### src/design/btq_pkg.sv
package btq_pkg;

  localparam int BUCKETS = 4;
  localparam int SLOTS_PER_BUCKET = 8;
  localparam int TIME_BITS = 48;
  localparam int ENTRIES = BUCKETS * SLOTS_PER_BUCKET;
  localparam int BKT_W = (BUCKETS > 1) ? $clog2(BUCKETS) : 1;
  localparam int SLOT_W = $clog2(SLOTS_PER_BUCKET);
  localparam int CNT_W = $clog2(SLOTS_PER_BUCKET + 1);
  localparam int ENT_W = $clog2(ENTRIES);
  localparam int BKT_CW = $clog2(BUCKETS + 1);

  typedef enum logic [1:0] {
    CMD_REGISTER = 2'd0,
    CMD_CANCEL   = 2'd1,
    CMD_TICK     = 2'd2,
    CMD_UNUSED   = 2'd3
  } cmd_t;

  typedef enum logic [1:0] {
    KIND_REGISTER = 2'd0,
    KIND_FIRED    = 2'd1,
    KIND_CANCEL   = 2'd2,
    KIND_DONE     = 2'd3
  } kind_t;

  typedef enum logic [1:0] {
    ST_OK        = 2'd0,
    ST_NO_BUCKET = 2'd1,
    ST_FULL      = 2'd2,
    ST_BAD       = 2'd3
  } status_t;

  typedef struct packed {
    logic [1:0]  command;
    logic [23:0] duration;
    logic [15:0] callback_tag;
    logic [4:0]  handle;
  } in_item_t;

  typedef struct packed {
    logic [1:0]  kind;
    logic [1:0]  status;
    logic [4:0]  entry_handle;
    logic [15:0] fired_tag;
    logic        last;
  } out_item_t;

  typedef enum logic [2:0] {
    OP_NONE   = 3'd0,
    OP_REG    = 3'd1,
    OP_CANCEL = 3'd2,
    OP_TICK   = 3'd3,
    OP_READ   = 3'd4,
    OP_STEP   = 3'd5,
    OP_CPOP   = 3'd6
  } op_t;

  typedef struct packed {
    op_t              op;
    logic [BKT_W-1:0] bkt;
  } dp_cmd_t;

  typedef struct packed {
    logic        reply_valid;
    out_item_t   reply;
    logic        need_walk;
    logic        head_empty;
    logic        head_canceled;
    logic        head_expired;
    logic        cancel_more;
  } dp_status_t;

endpackage

### src/design/btq_datapath.sv
module btq_datapath (
  input  logic               clk,
  input  logic               rst,
  input  btq_pkg::in_item_t  item,
  input  btq_pkg::dp_cmd_t   cmd,
  output btq_pkg::dp_status_t stat
);
  import btq_pkg::*;

  logic [TIME_BITS-1:0] current_time;
  logic [TIME_BITS-1:0] earliest;
  logic [BUCKETS-1:0]   in_use;
  logic [23:0]          blen [BUCKETS];
  logic [SLOT_W-1:0]    head [BUCKETS];
  logic [CNT_W-1:0]     cnt  [BUCKETS];
  logic [ENTRIES-1:0]   canceled;
  logic [TIME_BITS-1:0] dl_mem  [ENTRIES];
  logic [15:0]          tag_mem [ENTRIES];

  logic [TIME_BITS-1:0] rd_dl;
  logic [15:0]          rd_tag;
  logic                 rd_canc;
  logic [ENT_W-1:0]     rd_e;
  logic [BKT_W-1:0]     cbkt;

  logic                 reply_valid, reply_valid_next;
  out_item_t            reply, reply_next;
  logic                 need_walk;
  logic                 cancel_more;

  logic [BKT_CW-1:0]    found, freeb, sel;
  logic [ENT_W-1:0]     wr_e, cur_e;
  logic [TIME_BITS-1:0] new_dl;
  logic [BKT_W-1:0]     hb;
  logic [SLOT_W-1:0]    hs, off;
  logic                 hvalid;
  logic [TIME_BITS-1:0] t_next;
  logic                 reg_room, reg_ok, cpop_go, step_pop;

  always_comb begin
    found = BKT_CW'(BUCKETS);
    freeb = BKT_CW'(BUCKETS);
    for (int b = BUCKETS - 1; b >= 0; b--) begin
      if (in_use[b] && blen[b] == item.duration) found = BKT_CW'(b);
      if (!in_use[b]) freeb = BKT_CW'(b);
    end
    sel = (found != BKT_CW'(BUCKETS)) ? found : freeb;
  end

  assign new_dl = current_time + TIME_BITS'(item.duration);
  assign wr_e = ENT_W'({sel[BKT_W-1:0], SLOT_W'(head[sel[BKT_W-1:0]] +
                SLOT_W'(cnt[sel[BKT_W-1:0]]))});
  assign cur_e = ENT_W'({cmd.bkt, head[cmd.bkt]});
  assign hb = BKT_W'(item.handle >> SLOT_W);
  assign hs = item.handle[SLOT_W-1:0];
  assign off = hs - head[hb];
  assign hvalid = (32'(item.handle) < ENTRIES) && in_use[hb] &&
                  (CNT_W'(off) < cnt[hb]) && !canceled[ENT_W'(item.handle)];
  assign t_next = current_time + TIME_BITS'(1);
  assign reg_room = cnt[sel[BKT_W-1:0]] < CNT_W'(SLOTS_PER_BUCKET);
  assign reg_ok = (sel != BKT_CW'(BUCKETS)) && reg_room;
  assign cpop_go = (cnt[cbkt] != '0) && canceled[ENT_W'({cbkt, head[cbkt]})];
  assign step_pop = (cnt[cmd.bkt] != '0) && (rd_canc || rd_dl <= current_time);

  always_ff @(posedge clk) begin
    if (cmd.op == OP_REG && reg_ok) begin
      dl_mem[wr_e]  <= new_dl;
      tag_mem[wr_e] <= item.callback_tag;
    end
    rd_dl  <= dl_mem[cur_e];
    rd_tag <= tag_mem[cur_e];
    rd_e   <= cur_e;
  end

  assign rd_canc = canceled[rd_e];

  always_comb begin
    reply_valid_next = 1'b0;
    reply_next = '0;
    reply_next.last = 1'b1;
    unique case (cmd.op)
      OP_REG: begin
        reply_valid_next = 1'b1;
        reply_next.kind = KIND_REGISTER;
        if (sel == BKT_CW'(BUCKETS)) reply_next.status = ST_NO_BUCKET;
        else if (!reg_room) reply_next.status = ST_FULL;
        else reply_next.entry_handle = 5'(wr_e);
      end
      OP_CANCEL: if (!hvalid) begin
        reply_valid_next = 1'b1;
        reply_next.kind = KIND_CANCEL;
        reply_next.status = ST_BAD;
      end
      OP_CPOP: if (!cpop_go) begin
        reply_valid_next = 1'b1;
        reply_next.kind = KIND_CANCEL;
      end
      OP_STEP: if (step_pop && !rd_canc) begin
        reply_valid_next = 1'b1;
        reply_next.kind = KIND_FIRED;
        reply_next.entry_handle = 5'(rd_e);
        reply_next.fired_tag = rd_tag;
        reply_next.last = 1'b0;
      end
      default: begin
      end
    endcase
  end

  always_ff @(posedge clk) begin
    if (rst) begin
      current_time <= '0;
      earliest <= '1;
      in_use <= '0;
      for (int b = 0; b < BUCKETS; b++) begin
        head[b] <= '0;
        cnt[b] <= '0;
      end
      reply_valid <= 1'b0;
      need_walk <= 1'b0;
      cancel_more <= 1'b0;
      cbkt <= '0;
    end else begin
      reply_valid <= reply_valid_next;
      reply <= reply_next;
      unique case (cmd.op)
        OP_REG: begin
          if (reg_ok) begin
            in_use[sel[BKT_W-1:0]] <= 1'b1;
            blen[sel[BKT_W-1:0]] <= item.duration;
            canceled[wr_e] <= 1'b0;
            cnt[sel[BKT_W-1:0]] <= cnt[sel[BKT_W-1:0]] + CNT_W'(1);
            if (new_dl < earliest) earliest <= new_dl;
          end
        end
        OP_CANCEL: begin
          if (hvalid) begin
            canceled[ENT_W'(item.handle)] <= 1'b1;
            cbkt <= hb;
            cancel_more <= 1'b1;
          end
        end
        OP_CPOP: begin
          if (cpop_go) begin
            head[cbkt] <= head[cbkt] + SLOT_W'(1);
            cnt[cbkt] <= cnt[cbkt] - CNT_W'(1);
          end else begin
            cancel_more <= 1'b0;
          end
        end
        OP_TICK: begin
          current_time <= t_next;
          need_walk <= (earliest <= t_next);
          if (earliest <= t_next) earliest <= '1;
        end
        OP_STEP: begin
          if (step_pop) begin
            head[cmd.bkt] <= head[cmd.bkt] + SLOT_W'(1);
            cnt[cmd.bkt] <= cnt[cmd.bkt] - CNT_W'(1);
          end else if (cnt[cmd.bkt] != '0 && rd_dl < earliest) begin
            earliest <= rd_dl;
          end
        end
        default: begin
        end
      endcase
    end
  end

  assign stat.reply_valid = reply_valid;
  assign stat.reply = reply;
  assign stat.need_walk = need_walk;
  assign stat.cancel_more = cancel_more;
  assign stat.head_empty = (cnt[cmd.bkt] == '0);
  assign stat.head_canceled = rd_canc;
  assign stat.head_expired = rd_dl <= current_time;
endmodule

### src/design/btq_ctrl.sv
module btq_ctrl (
  input  logic                clk,
  input  logic                rst,
  input  logic                in_valid,
  output logic                in_stall,
  input  btq_pkg::in_item_t   in_item,
  output btq_pkg::in_item_t   item,
  output logic                out_valid,
  input  logic                out_stall,
  output btq_pkg::out_item_t  out_item,
  output btq_pkg::dp_cmd_t    cmd,
  input  btq_pkg::dp_status_t stat
);
  import btq_pkg::*;

  typedef enum logic [6:0] {
    S_IDLE  = 7'b0000001,
    S_EXEC  = 7'b0000010,
    S_REPLY = 7'b0000100,
    S_WALKC = 7'b0001000,
    S_READ  = 7'b0010000,
    S_STEP  = 7'b0100000,
    S_CPOP  = 7'b1000000
  } state_t;

  state_t state, state_next;
  logic [BKT_W-1:0] bkt;
  logic out_full;
  logic last_bkt;
  logic advance;

  assign in_stall = (state != S_IDLE) || out_full;
  assign out_valid = out_full;
  assign last_bkt = (32'(bkt) == BUCKETS - 1);
  assign advance = stat.head_empty || !(stat.head_canceled || stat.head_expired);

  always_comb begin
    cmd.op = OP_NONE;
    cmd.bkt = bkt;
    state_next = state;
    unique case (state)
      S_IDLE: if (in_valid && !out_full) begin
        if (in_item.command != CMD_UNUSED) state_next = S_EXEC;
      end
      S_EXEC: begin
        unique case (item.command)
          CMD_REGISTER: cmd.op = OP_REG;
          CMD_CANCEL: cmd.op = OP_CANCEL;
          default: cmd.op = OP_TICK;
        endcase
        state_next = (item.command == CMD_TICK) ? S_WALKC :
                     (item.command == CMD_CANCEL) ? S_CPOP : S_REPLY;
      end
      S_CPOP: begin
        if (!stat.cancel_more) state_next = S_REPLY;
        else cmd.op = OP_CPOP;
        if (stat.reply_valid) state_next = S_IDLE;
      end
      S_REPLY: state_next = S_IDLE;
      S_WALKC: state_next = stat.need_walk ? S_READ : S_IDLE;
      S_READ: if (!out_full && !stat.reply_valid) begin
        cmd.op = OP_READ;
        state_next = S_STEP;
      end
      S_STEP: begin
        cmd.op = OP_STEP;
        if (advance && last_bkt) state_next = S_IDLE;
        else state_next = S_READ;
      end
      default: state_next = S_IDLE;
    endcase
  end

  always_ff @(posedge clk) begin
    if (rst) begin
      state <= S_IDLE;
      bkt <= '0;
      out_full <= 1'b0;
    end else begin
      state <= state_next;
      if (state == S_IDLE && in_valid && !out_full) item <= in_item;
      if (out_full && !out_stall) out_full <= 1'b0;
      if (stat.reply_valid) begin
        out_full <= 1'b1;
        out_item <= stat.reply;
      end
      if (state == S_WALKC && !stat.need_walk) begin
        out_full <= 1'b1;
        out_item <= '{kind: KIND_DONE, status: ST_OK, entry_handle: '0,
                      fired_tag: '0, last: 1'b1};
      end
      if (state == S_WALKC) bkt <= '0;
      if (state == S_STEP && advance) begin
        if (last_bkt) begin
          out_full <= 1'b1;
          out_item <= '{kind: KIND_DONE, status: ST_OK, entry_handle: '0,
                        fired_tag: '0, last: 1'b1};
        end else bkt <= bkt + BKT_W'(1);
      end
    end
  end
endmodule

### src/design/bucketed_timeout_queue_core.sv
// Bucketed timeout queue: one in-order FIFO of deadlines per distinct duration.
// A register or a rejected cancel registers its result in the execute state, and
// a tick with nothing due loads a done item in the walk check. A valid cancel
// pops each canceled head of its bucket before its reply. When the earliest
// deadline has passed, a tick pops the due or canceled heads of each bucket in
// turn, firing the due ones, ends with a done item, and waits while the output
// register is still held by the consumer. A new transaction is taken only once
// the output register is empty, so no new register is taken before the last
// result has been handed on; an unused command is taken with no result.
module bucketed_timeout_queue_core (
  input  logic               clk,
  input  logic               rst,
  input  logic               in_valid,
  output logic               in_stall,
  input  btq_pkg::in_item_t  in_item,
  output logic               out_valid,
  input  logic               out_stall,
  output btq_pkg::out_item_t out_item
);
  import btq_pkg::*;

  in_item_t   item;
  dp_cmd_t    cmd;
  dp_status_t stat;

  btq_ctrl u_ctrl (
    .clk, .rst, .in_valid, .in_stall, .in_item, .item,
    .out_valid, .out_stall, .out_item, .cmd, .stat
  );

  btq_datapath u_dp (
    .clk, .rst, .item, .cmd, .stat
  );
endmodule

### config.mk
export PLATFORM = sky130hd
export DESIGN_NAME = bucketed_timeout_queue_core
export DESIGN_NICKNAME = d
export VERILOG_FILES = /design/src/design/btq_pkg.sv /design/src/design/btq_datapath.sv /design/src/design/btq_ctrl.sv /design/src/design/bucketed_timeout_queue_core.sv
export SDC_FILE = /design/constraint.sdc
export NUM_CORES = 2
export LEC_CHECK = 0
export BUFFER_PORTS_ARGS = -buffer_cell sky130_fd_sc_hd__buf_2
export CORE_ASPECT_RATIO = 0.7
export CORE_MARGIN = 4
export CORE_UTILIZATION = 40
export CTS_BUF_LIST = sky130_fd_sc_hd__clkbuf_8
export CTS_CLUSTER_SIZE = 28
export DETAILED_ROUTE_END_ITERATION = 8
export GPL_TIMING_DRIVEN = 0
export PLACE_DENSITY = 0.62
export RECOVER_POWER = 25
export SYNTH_ARGS = -nofsm -noshare
export SYNTH_HDL_FRONTEND = slang
export SYNTH_SLANG_ARGS = --single-unit
### constraint.sdc
create_clock -name clk -period 13 [get_ports clk]
set_input_delay 2.6 -clock clk [delete_from_list [all_inputs] [get_ports clk]]
set_output_delay 2.6 -clock clk [all_outputs]
set_load 0.01 [all_outputs]
Word-level counts from Yosys, hierarchy flattened:

Memories as Yosys holds them, arrays and structs flattened. A register that Yosys moved wholly into a read port is not among the register bits.
Index checks and enable logic that the tools add are counted.

* register bits: 251
* memory bits (writable): 2172
* input bits: 51
* logic and storage cells: 263
* memories: 5

* add/subtract/negate cells: 10
* $lt $le $gt $ge: 15
* equal/unequal tests: 34
* multiplexer cells: 115
* bitwise operators: 5
* reductions and logical operators: 53

Memory list
* u_dp.dl_mem: words 32, bits a word 48, rd ports 1, clocked after Yosys merged registers in 1, write ports 1, line btq_datapath.sv:17 `logic [TIME_BITS-1:0] dl_mem [ENTRIES];`
* u_dp.tag_mem: words 32, bits a word 16, rd ports 1, clocked after Yosys merged registers in 1, write ports 1, line btq_datapath.sv:18 `logic [15:0] tag_mem [ENTRIES];`
* u_dp.blen: words 4, bits a word 24, rd ports 4, clocked after Yosys merged registers in 0, write ports 1, line btq_datapath.sv:13 `logic [23:0] blen [BUCKETS];`
* u_dp.cnt: words 4, bits a word 4, rd ports 4, clocked after Yosys merged registers in 3, write ports 4, line btq_datapath.sv:15 `logic [CNT_W-1:0] cnt [BUCKETS];`
* u_dp.head: words 4, bits a word 3, rd ports 4, clocked after Yosys merged registers in 3, write ports 4, line btq_datapath.sv:14 `logic [SLOT_W-1:0] head [BUCKETS];`

Operator list (number)
* 48-bit 2-to-1 mux: 5
* 48-bit one-hot mux with 3 select lines: 1
* 26-bit 2-to-1 mux: 4
* 24-bit == test: 4
* 48-bit <= comparator: 2
* 48-bit less-than comparator: 2
* 32-bit 2-to-1 mux: 2
* 32-bit one-hot mux with 2 select lines: 1
* 7-bit 2-to-1 mux: 7
* 48-bit by 1-bit adder with 48-bit output, second input constant: 1
* 48-bit by 24-bit adder with 48-bit output: 1
* 7-bit one-hot mux with 6 select lines: 1
* 1-bit 2-to-1 mux: 39
* 3-bit 2-to-1 mux: 13
* 2-bit 2-to-1 mux: 19
* 32-bit AND: 1
* 32-bit inverter: 1
* 32-bit OR: 1
* 5-bit by 6-bit less-than comparator with 1-bit output, second input constant: 4
* 1-bit logical AND: 23
* 22-bit 2-to-1 mux: 1
* 5-bit 2-to-1 mux: 4
* 4-bit 2-to-1 mux: 4
* 1-bit binary-select mux with 5-bit select: 3
* other kinds (51): 88

Depth between registers and ports, before layout:

An unclocked memory read counts as a cell.

* depth after elaboration: 20
* gate-level depth with buffers: 23
* gate-level depth less buffers: 21

By module:

From an unflattened synthesis, not the netlist that was laid out.

* cells, all modules: 5459
* area, all modules: 103491.8 um2

By module, submodules not included
* btq_datapath: instances 1, cells an instance 5236, area an instance 100179.8 um2, sequential area each 70487.6 um2
* btq_ctrl: instances 1, cells an instance 223, area an instance 3311.9 um2, sequential area each 2392.3 um2

Worst setup path after synthesis:

OpenSTA, ideal clock, no wires.

* path kind: flip-flop to flip-flop
* start: register u_ctrl.item[27] (netlist name)
* end: memory u_dp.dl_mem[0][0], enable pin
* library setup time: 486 ps
* data arrival time: 6581 ps
* setup slack: 5932 ps
* stages on the path, launching flop included: 18
* buffers on the path: 3
* cells stage by stage: edfxtp_1 > xnor2_1 > nand4_1 > or4_1 > o21ai_0 > a31oi_2 > buf_2 > inv_2 > buf_2 > mux2_2 > inv_1 > ha_1 > inv_1 > fa_1 > inv_1 > or3_1 > buf_1 > nor2_1

* longest elaborated chain between the ends: 14
* elaborated cells on any way between the ends: 23
* those cells by class: add/sub (1); order compare (1); eq/ne (6); mux (7); reduce/logical (6); memory (2)

Ends and longest elaborated chain
* 24-bit == test: line btq_datapath.sv:44 `if (in_use[b] && blen[b] == item.duration) found = BKT_CW'(b);`
* 1-bit logical AND: line btq_datapath.sv:44
* 3-bit 2-to-1 mux (3 in series): line btq_datapath.sv:44
* 3-bit 2-to-1 mux (*): line btq_datapath.sv:44
* 3-bit inequality test: line btq_datapath.sv:47 `sel = (found != BKT_CW'(BUCKETS)) ? found : freeb;`
* 3-bit 2-to-1 mux (*): line btq_datapath.sv:47
* memory 4 x 4 bit
* 4-bit less-than comparator: line btq_datapath.sv:60 `assign reg_room = cnt[sel[BKT_W-1:0]] < CNT_W'(SLOTS_PER_BUCKET);`
* 1-bit logical AND: line btq_datapath.sv:61 `assign reg_ok = (sel != BKT_CW'(BUCKETS)) && reg_room;`
* 1-bit logical AND: line btq_datapath.sv:66 `if (cmd.op == OP_REG && reg_ok) begin`
* 1-bit 2-to-1 mux: line btq_datapath.sv:66
* 1-bit 2-to-1 mux (not written as such): line btq_datapath.sv:67 `dl_mem[wr_e] <= new_dl;`
* end, declared: line btq_datapath.sv:17

Mark *: on every way between the ends. The rest lies on a longest branch, timed or not.

Worst setup path after layout:

* start: register u_ctrl.item[21] (netlist name)
* end: register u_dp.earliest[43]

* elaborated cells on any way between the ends: 26
* those cells by class: add/sub (1); order compare (2); eq/ne (8); mux (8); reduce/logical (6); memory (1)

RTL lines
* 48-bit by 24-bit adder with 48-bit output: line btq_datapath.sv:50 `assign new_dl = current_time + TIME_BITS'(item.duration);`
* named net u_dp.new_dl[30]: line btq_datapath.sv:33 `logic [TIME_BITS-1:0] new_dl;`
* 48-bit less-than comparator: line btq_datapath.sv:133 `if (new_dl < earliest) earliest <= new_dl;`
* 2-bit inequality test (no line)
* 6-bit AND reduction (no line)
* end signal, assigned: line btq_datapath.sv:133
* end signal, assigned: line btq_datapath.sv:161 `earliest <= rd_dl;`
* end, declared: line btq_datapath.sv:11 `logic [TIME_BITS-1:0] earliest;`

The timed path passes the listed nets, and every way through them passes these cells. The select of a mux whose other input is x is not followed.
A chain may end at the register's enable or synchronous reset.

==> impl_metrics.xml <==
<?xml version="1.0" encoding="UTF-8"?>
<metrics>
  <group name="sta">
    <metric name="final_hold_viol_count" unit="">0</metric>
    <metric name="maxClockFrequency" unit="MHz">109</metric>
    <metric name="headroom_to_the_max_slew_limit" unit="%">-155</metric>
    <metric name="timing.final.crit_share" unit="%">70.6</metric>
    <metric name="final.setup.tns" unit="ps">0</metric>
    <metric name="finalWorstPathRequiredPeriod" unit="ps">9180</metric>
    <metric name="postLayoutSetupSlackWorst" unit="ps">3820</metric>
    <metric name="timing_max_transition_violations_final" unit="">357</metric>
    <metric name="finalSetupViolations" unit="">0</metric>
    <metric name="post_route_skew" unit="ps">95.0</metric>
    <metric name="max_slew.worst_pin.slew" unit="ps">3820</metric>
    <metric name="rsz_0062_raised_after_global_routing" unit="">false</metric>
    <metric name="whs" unit="ps">388</metric>
  </group>
  <group name="hold_path">
    <metric name="min_delay_path_depth" unit="">0</metric>
    <metric name="launch_point_of_the_worst_hold_path" unit="">u_ctrl.bkt[1]$_SDFF_PP0_</metric>
    <metric name="hold_path_class" unit="">reg -&gt; reg</metric>
    <metric name="min_to" unit="">u_dp.rd_e[4]$_DFF_P_</metric>
  </group>
  <group name="setup_path">
    <metric name="crit_chain" unit="">ha_1, fa_1, a21o_1, a21oi_1, o21ai_0, a311o_1, a41oi_1, o31a_1, clkbuf_1, o21ai_0, nand2_1, ha_1, a21o_1, a21oi_1, o21ai_0, or4_1, o211ai_1, o2111ai_1, nor3_4, buf_6, buf_6, o211ai_1</metric>
    <metric name="r2r_startpoint" unit="">u_ctrl.item[21]$_DFFE_PP_</metric>
    <metric name="first_element_of_the_critical_path" unit="">u_ctrl.item[21]$_DFFE_PP_</metric>
    <metric name="worst_setup_path_start_kind" unit="">flip-flop</metric>
    <metric name="regToRegSetupSlack" unit="ps">3820</metric>
    <metric name="critical_path.most_common_cell" unit="">sky130_fd_sc_hd__o21ai_0</metric>
    <metric name="path_max_fanout" unit="">34</metric>
    <metric name="worstPathArrival" unit="ps">9830</metric>
    <metric name="critPathRequiredTime" unit="ps">13640</metric>
    <metric name="critical-path-max-stage-delay" unit="ps">880</metric>
    <metric name="path_class" unit="">reg -&gt; reg</metric>
    <metric name="timing.reg2reg.worst_path_depth" unit="">22</metric>
    <metric name="worst_path_max_delay_cell" unit="">sky130_fd_sc_hd__nand2_1</metric>
    <metric name="timing.critical_path.to_type" unit="">flip-flop</metric>
    <metric name="worstReg2RegEnd" unit="">u_dp.earliest[43]$_SDFFE_PP1P_</metric>
  </group>
  <group name="grt">
    <metric name="total_congestion_overflow" unit="">0</metric>
    <metric name="grt_util_met1" unit="%">32.3</metric>
    <metric name="grt_max_degree" unit="">57</metric>
    <metric name="grt_util_met3" unit="%">5.21</metric>
    <metric name="globalRoute.busiestLayer" unit="">met1</metric>
    <metric name="grt_pass1_wl" unit="microns">408000</metric>
    <metric name="number_of_antenna_violations_at_the_first_check_in_global_routing" unit="">16</metric>
    <metric name="vias_in_the_first_global_route" unit="">55500</metric>
    <metric name="grt.met2_usage" unit="%">30.9</metric>
    <metric name="grt_usage" unit="%">21.4</metric>
  </group>
  <group name="yosys">
    <metric name="ys_async_sr_fraction" unit="%">0</metric>
    <metric name="netlist_instances" unit="">5314</metric>
    <metric name="yosysWarnings" unit="">0</metric>
    <metric name="synth.net_count" unit="">5598</metric>
    <metric name="number_of_synthesized_register_bits" unit="">2491</metric>
    <metric name="synth_cell_types" unit="">90</metric>
    <metric name="synth-seq-area-share" unit="%">70.9</metric>
    <metric name="synth_enable_flop_cells" unit="">2303</metric>
    <metric name="synth_area_per_cell" unit="sq um">19.4</metric>
    <metric name="synthFlopType" unit="">sky130_fd_sc_hd__edfxtp_1</metric>
    <metric name="syn-cell-area" unit="sq um">103000</metric>
  </group>
  <group name="power">
    <metric name="power.static_leakage" unit="nW">38.4</metric>
    <metric name="clock_power_share" unit="%">38.9</metric>
    <metric name="netSwitchingPower" unit="mW">3.58</metric>
    <metric name="power.share.switching" unit="%">22.8</metric>
    <metric name="combPwrFrac" unit="%">4.5</metric>
    <metric name="power.sequential.fraction" unit="%">56.6</metric>
    <metric name="p_int" unit="mW">12.1</metric>
    <metric name="total_power" unit="mW">15.7</metric>
    <metric name="p_per_area" unit="nW/um^2">133</metric>
    <metric name="peakVddDrop" unit="mV">0.108</metric>
  </group>
  <group name="die">
    <metric name="rows" unit="">155</metric>
    <metric name="die_x" unit="microns">614</metric>
    <metric name="core_area" unit="sq um">255000</metric>
    <metric name="pin_count" unit="">79</metric>
    <metric name="die_height" unit="microns">432</metric>
    <metric name="full_die_area" unit="sq um">265000</metric>
    <metric name="effective_utilization_at_floorplan" unit="%">40.3</metric>
  </group>
  <group name="drt">
    <metric name="detail_route.wl_per_cell" unit="microns">29.8</metric>
    <metric name="drt_pass_1_iters" unit="">6</metric>
    <metric name="vias_per_cell" unit="">5.83</metric>
    <metric name="drc" unit="">0</metric>
    <metric name="finalWirelength" unit="microns">287000</metric>
    <metric name="num_vias" unit="">56000</metric>
    <metric name="drtAntennaViolNets" unit="">0</metric>
    <metric name="drt_iter0_drc" unit="">7390</metric>
  </group>
  <group name="finish">
    <metric name="mostFrequentLayoutCells" unit="">sky130_fd_sc_hd__edfxtp_1, sky130_fd_sc_hd__mux4_2, sky130_fd_sc_hd__clkbuf_8</metric>
    <metric name="area_growth" unit="%">14.6</metric>
    <metric name="final_area" unit="sq um">118000</metric>
    <metric name="post-route-util" unit="%">46.2</metric>
    <metric name="layout.cells.most_common" unit="">sky130_fd_sc_hd__edfxtp_1</metric>
    <metric name="instances_no_fill" unit="">9613</metric>
    <metric name="number_of_fill_cells" unit="">21300</metric>
    <metric name="ratio_of_cells_with_drive_above_1_in_the_final_layout" unit="%">25.0</metric>
    <metric name="finalNetCount" unit="">6218</metric>
  </group>
  <group name="placed_design">
    <metric name="gp_congestion" unit="">0.907</metric>
    <metric name="placement.setup.worst_slack" unit="ps">4300</metric>
    <metric name="placed_area" unit="sq um">111000</metric>
    <metric name="port-buffer-count" unit="">78</metric>
    <metric name="detailed_place_hpwl" unit="microns">197000</metric>
    <metric name="place.detailed.instances" unit="">8926</metric>
  </group>
  <group name="cts">
    <metric name="cts.hold.buffers_added" unit="">0</metric>
    <metric name="cts_buffers" unit="">379</metric>
    <metric name="clk-insertion-delay-late" unit="ps">990</metric>
    <metric name="number_of_clock_sinks" unit="">2491</metric>
    <metric name="ctsLongestPathBuffers" unit="">4</metric>
    <metric name="ctsResizeCount" unit="">0</metric>
    <metric name="cts.clk_slew.worst_paths" unit="ps">70</metric>
    <metric name="post-cts-setup-buffers" unit="">0</metric>
    <metric name="clockRootBuffer" unit="">sky130_fd_sc_hd__clkbuf_8</metric>
    <metric name="cts-htree-levels" unit="">5</metric>
    <metric name="tritoncts" unit="">built</metric>
  </group>
  <group name="run_status">
    <metric name="failed_checks" unit="">max-capacitance violations, max-slew violations</metric>
    <metric name="run_status" unit="">finished, violations left</metric>
  </group>
  <group name="flow_run">
    <metric name="drv.max_cap_violation_count" unit="">11</metric>
  </group>
</metrics>
-- state kept, by name, indices dropped and copies added, names as in the netlist, 2 cells and up, named ones only --
register / count
u_dp.rd_tag: 16
u_dp.stat: 26
u_dp.rd_e: 5
u_dp.rd_dl: 48
u_dp.in_use: 4
u_dp.current_time: 48
u_ctrl.bkt: 2
u_ctrl.item: 47
u_dp.canceled: 32
u_dp.cnt: 16
u_dp.blen: 96
u_dp.cbkt: 2
u_dp.dl_mem: 1536
u_ctrl.out_item: 26
u_ctrl.state: 7
u_dp.head: 12
u_dp.tag_mem: 512
u_dp.earliest: 48
-- cell usage after synthesis (61+ instances only) --
cell                       count  area, sq um
sky130_fd_sc_hd__xor2_1       63          552
sky130_fd_sc_hd__inv_1       134          503
sky130_fd_sc_hd__mux2_2       69          777
sky130_fd_sc_hd__nand4_1      61          382
sky130_fd_sc_hd__mux4_2      679        15300
sky130_fd_sc_hd__xnor2_1     164         1440
sky130_fd_sc_hd__dfxtp_1     188         3760
sky130_fd_sc_hd__edfxtp_1   2303        69200
sky130_fd_sc_hd__ha_1        230         2880
sky130_fd_sc_hd__clkbuf_1    157          589
sky130_fd_sc_hd__nor2_1      207          777
sky130_fd_sc_hd__nand2_1     133          499
sky130_fd_sc_hd__a21oi_1     151          756
-- power groups by stage --
| stage | sequential [mW] | combinational (mW) | clock [mW] |
|---|---|---|---|
| finish | 8.89 | 0.699 | 6.12 |
| global route | 8.89 | 0.753 | 6.61 |
| CTS | 8.89 | 0.711 | 6.22 |
| detailed placement | 9.06 | 0.706 | 0 |
| global placement | 9.06 | 0.659 | 0 |
| floorplan | 9.02 | 0.429 | 0 |
-- how the worst max path moves through the flow --
stage	endpoint	slack [ps]	cells after the start
after floorplan	u_dp.dl_mem[0][0]$_DFFE_PP_	5930	17
after detailed placement	u_dp.earliest[47]$_SDFFE_PP1P_	4300	22
final	u_dp.earliest[43]$_SDFFE_PP1P_	3820	22
after global placement	u_dp.dl_mem[21][4]$_DFFE_PP_	-90	17
after global routing	u_dp.earliest[43]$_SDFFE_PP1P_	3530	22
after CTS	u_dp.earliest[5]$_SDFFE_PP1P_	4220	22
-- final cells by class --
cell class,count,area (sq um),share of cell area [%]
Antenna cell,3,7.51,0.00637
Buffer,239,1040,0.879
Clock buffer,398,5480,4.65
Clock inverter,284,1500,1.27
Inverter,141,529,0.449
Multi-Input combinational cell,2443,29000,24.6
Sequential cell,2491,72900,61.8
Tap cell,3375,4220,3.58
Timing Repair Buffer,239,3190,2.71
-- worst max-delay path, delay by kind of cell (launching register included) --
family / cells / cell delay (ps)
adder cells (fa/ha/maj): 3 / 1260
AND/OR/NAND/NOR: 3 / 2170
flip-flops: 1 / 630
AO/OA/AOI/OAI: 13 / 3860
buffers and inverters: 3 / 940
-- routing by layer --
layer,routed length (microns),up-vias
met5,0,-
met4,8540,0
met3,29200,437
met2,124000,2914
met1,125000,29500
li1,-,23100
-- cells by family (layout without fill, tap and decap cells) --
family / count (synthesis) / count (layout) / synth area share (%)
mux: 812 / 812 / 16.3
compound gates: 486 / 486 / 3.15
buf+inv: 380 / 1301 / 1.51
xor+xnor: 229 / 229 / 1.98
other cells: 0 / 3 / 0
simple gates: 683 / 683 / 3.30
flops: 2491 / 2491 / 70.9
fa+ha+maj: 233 / 233 / 2.86
(Power assumes the default switching activity.)
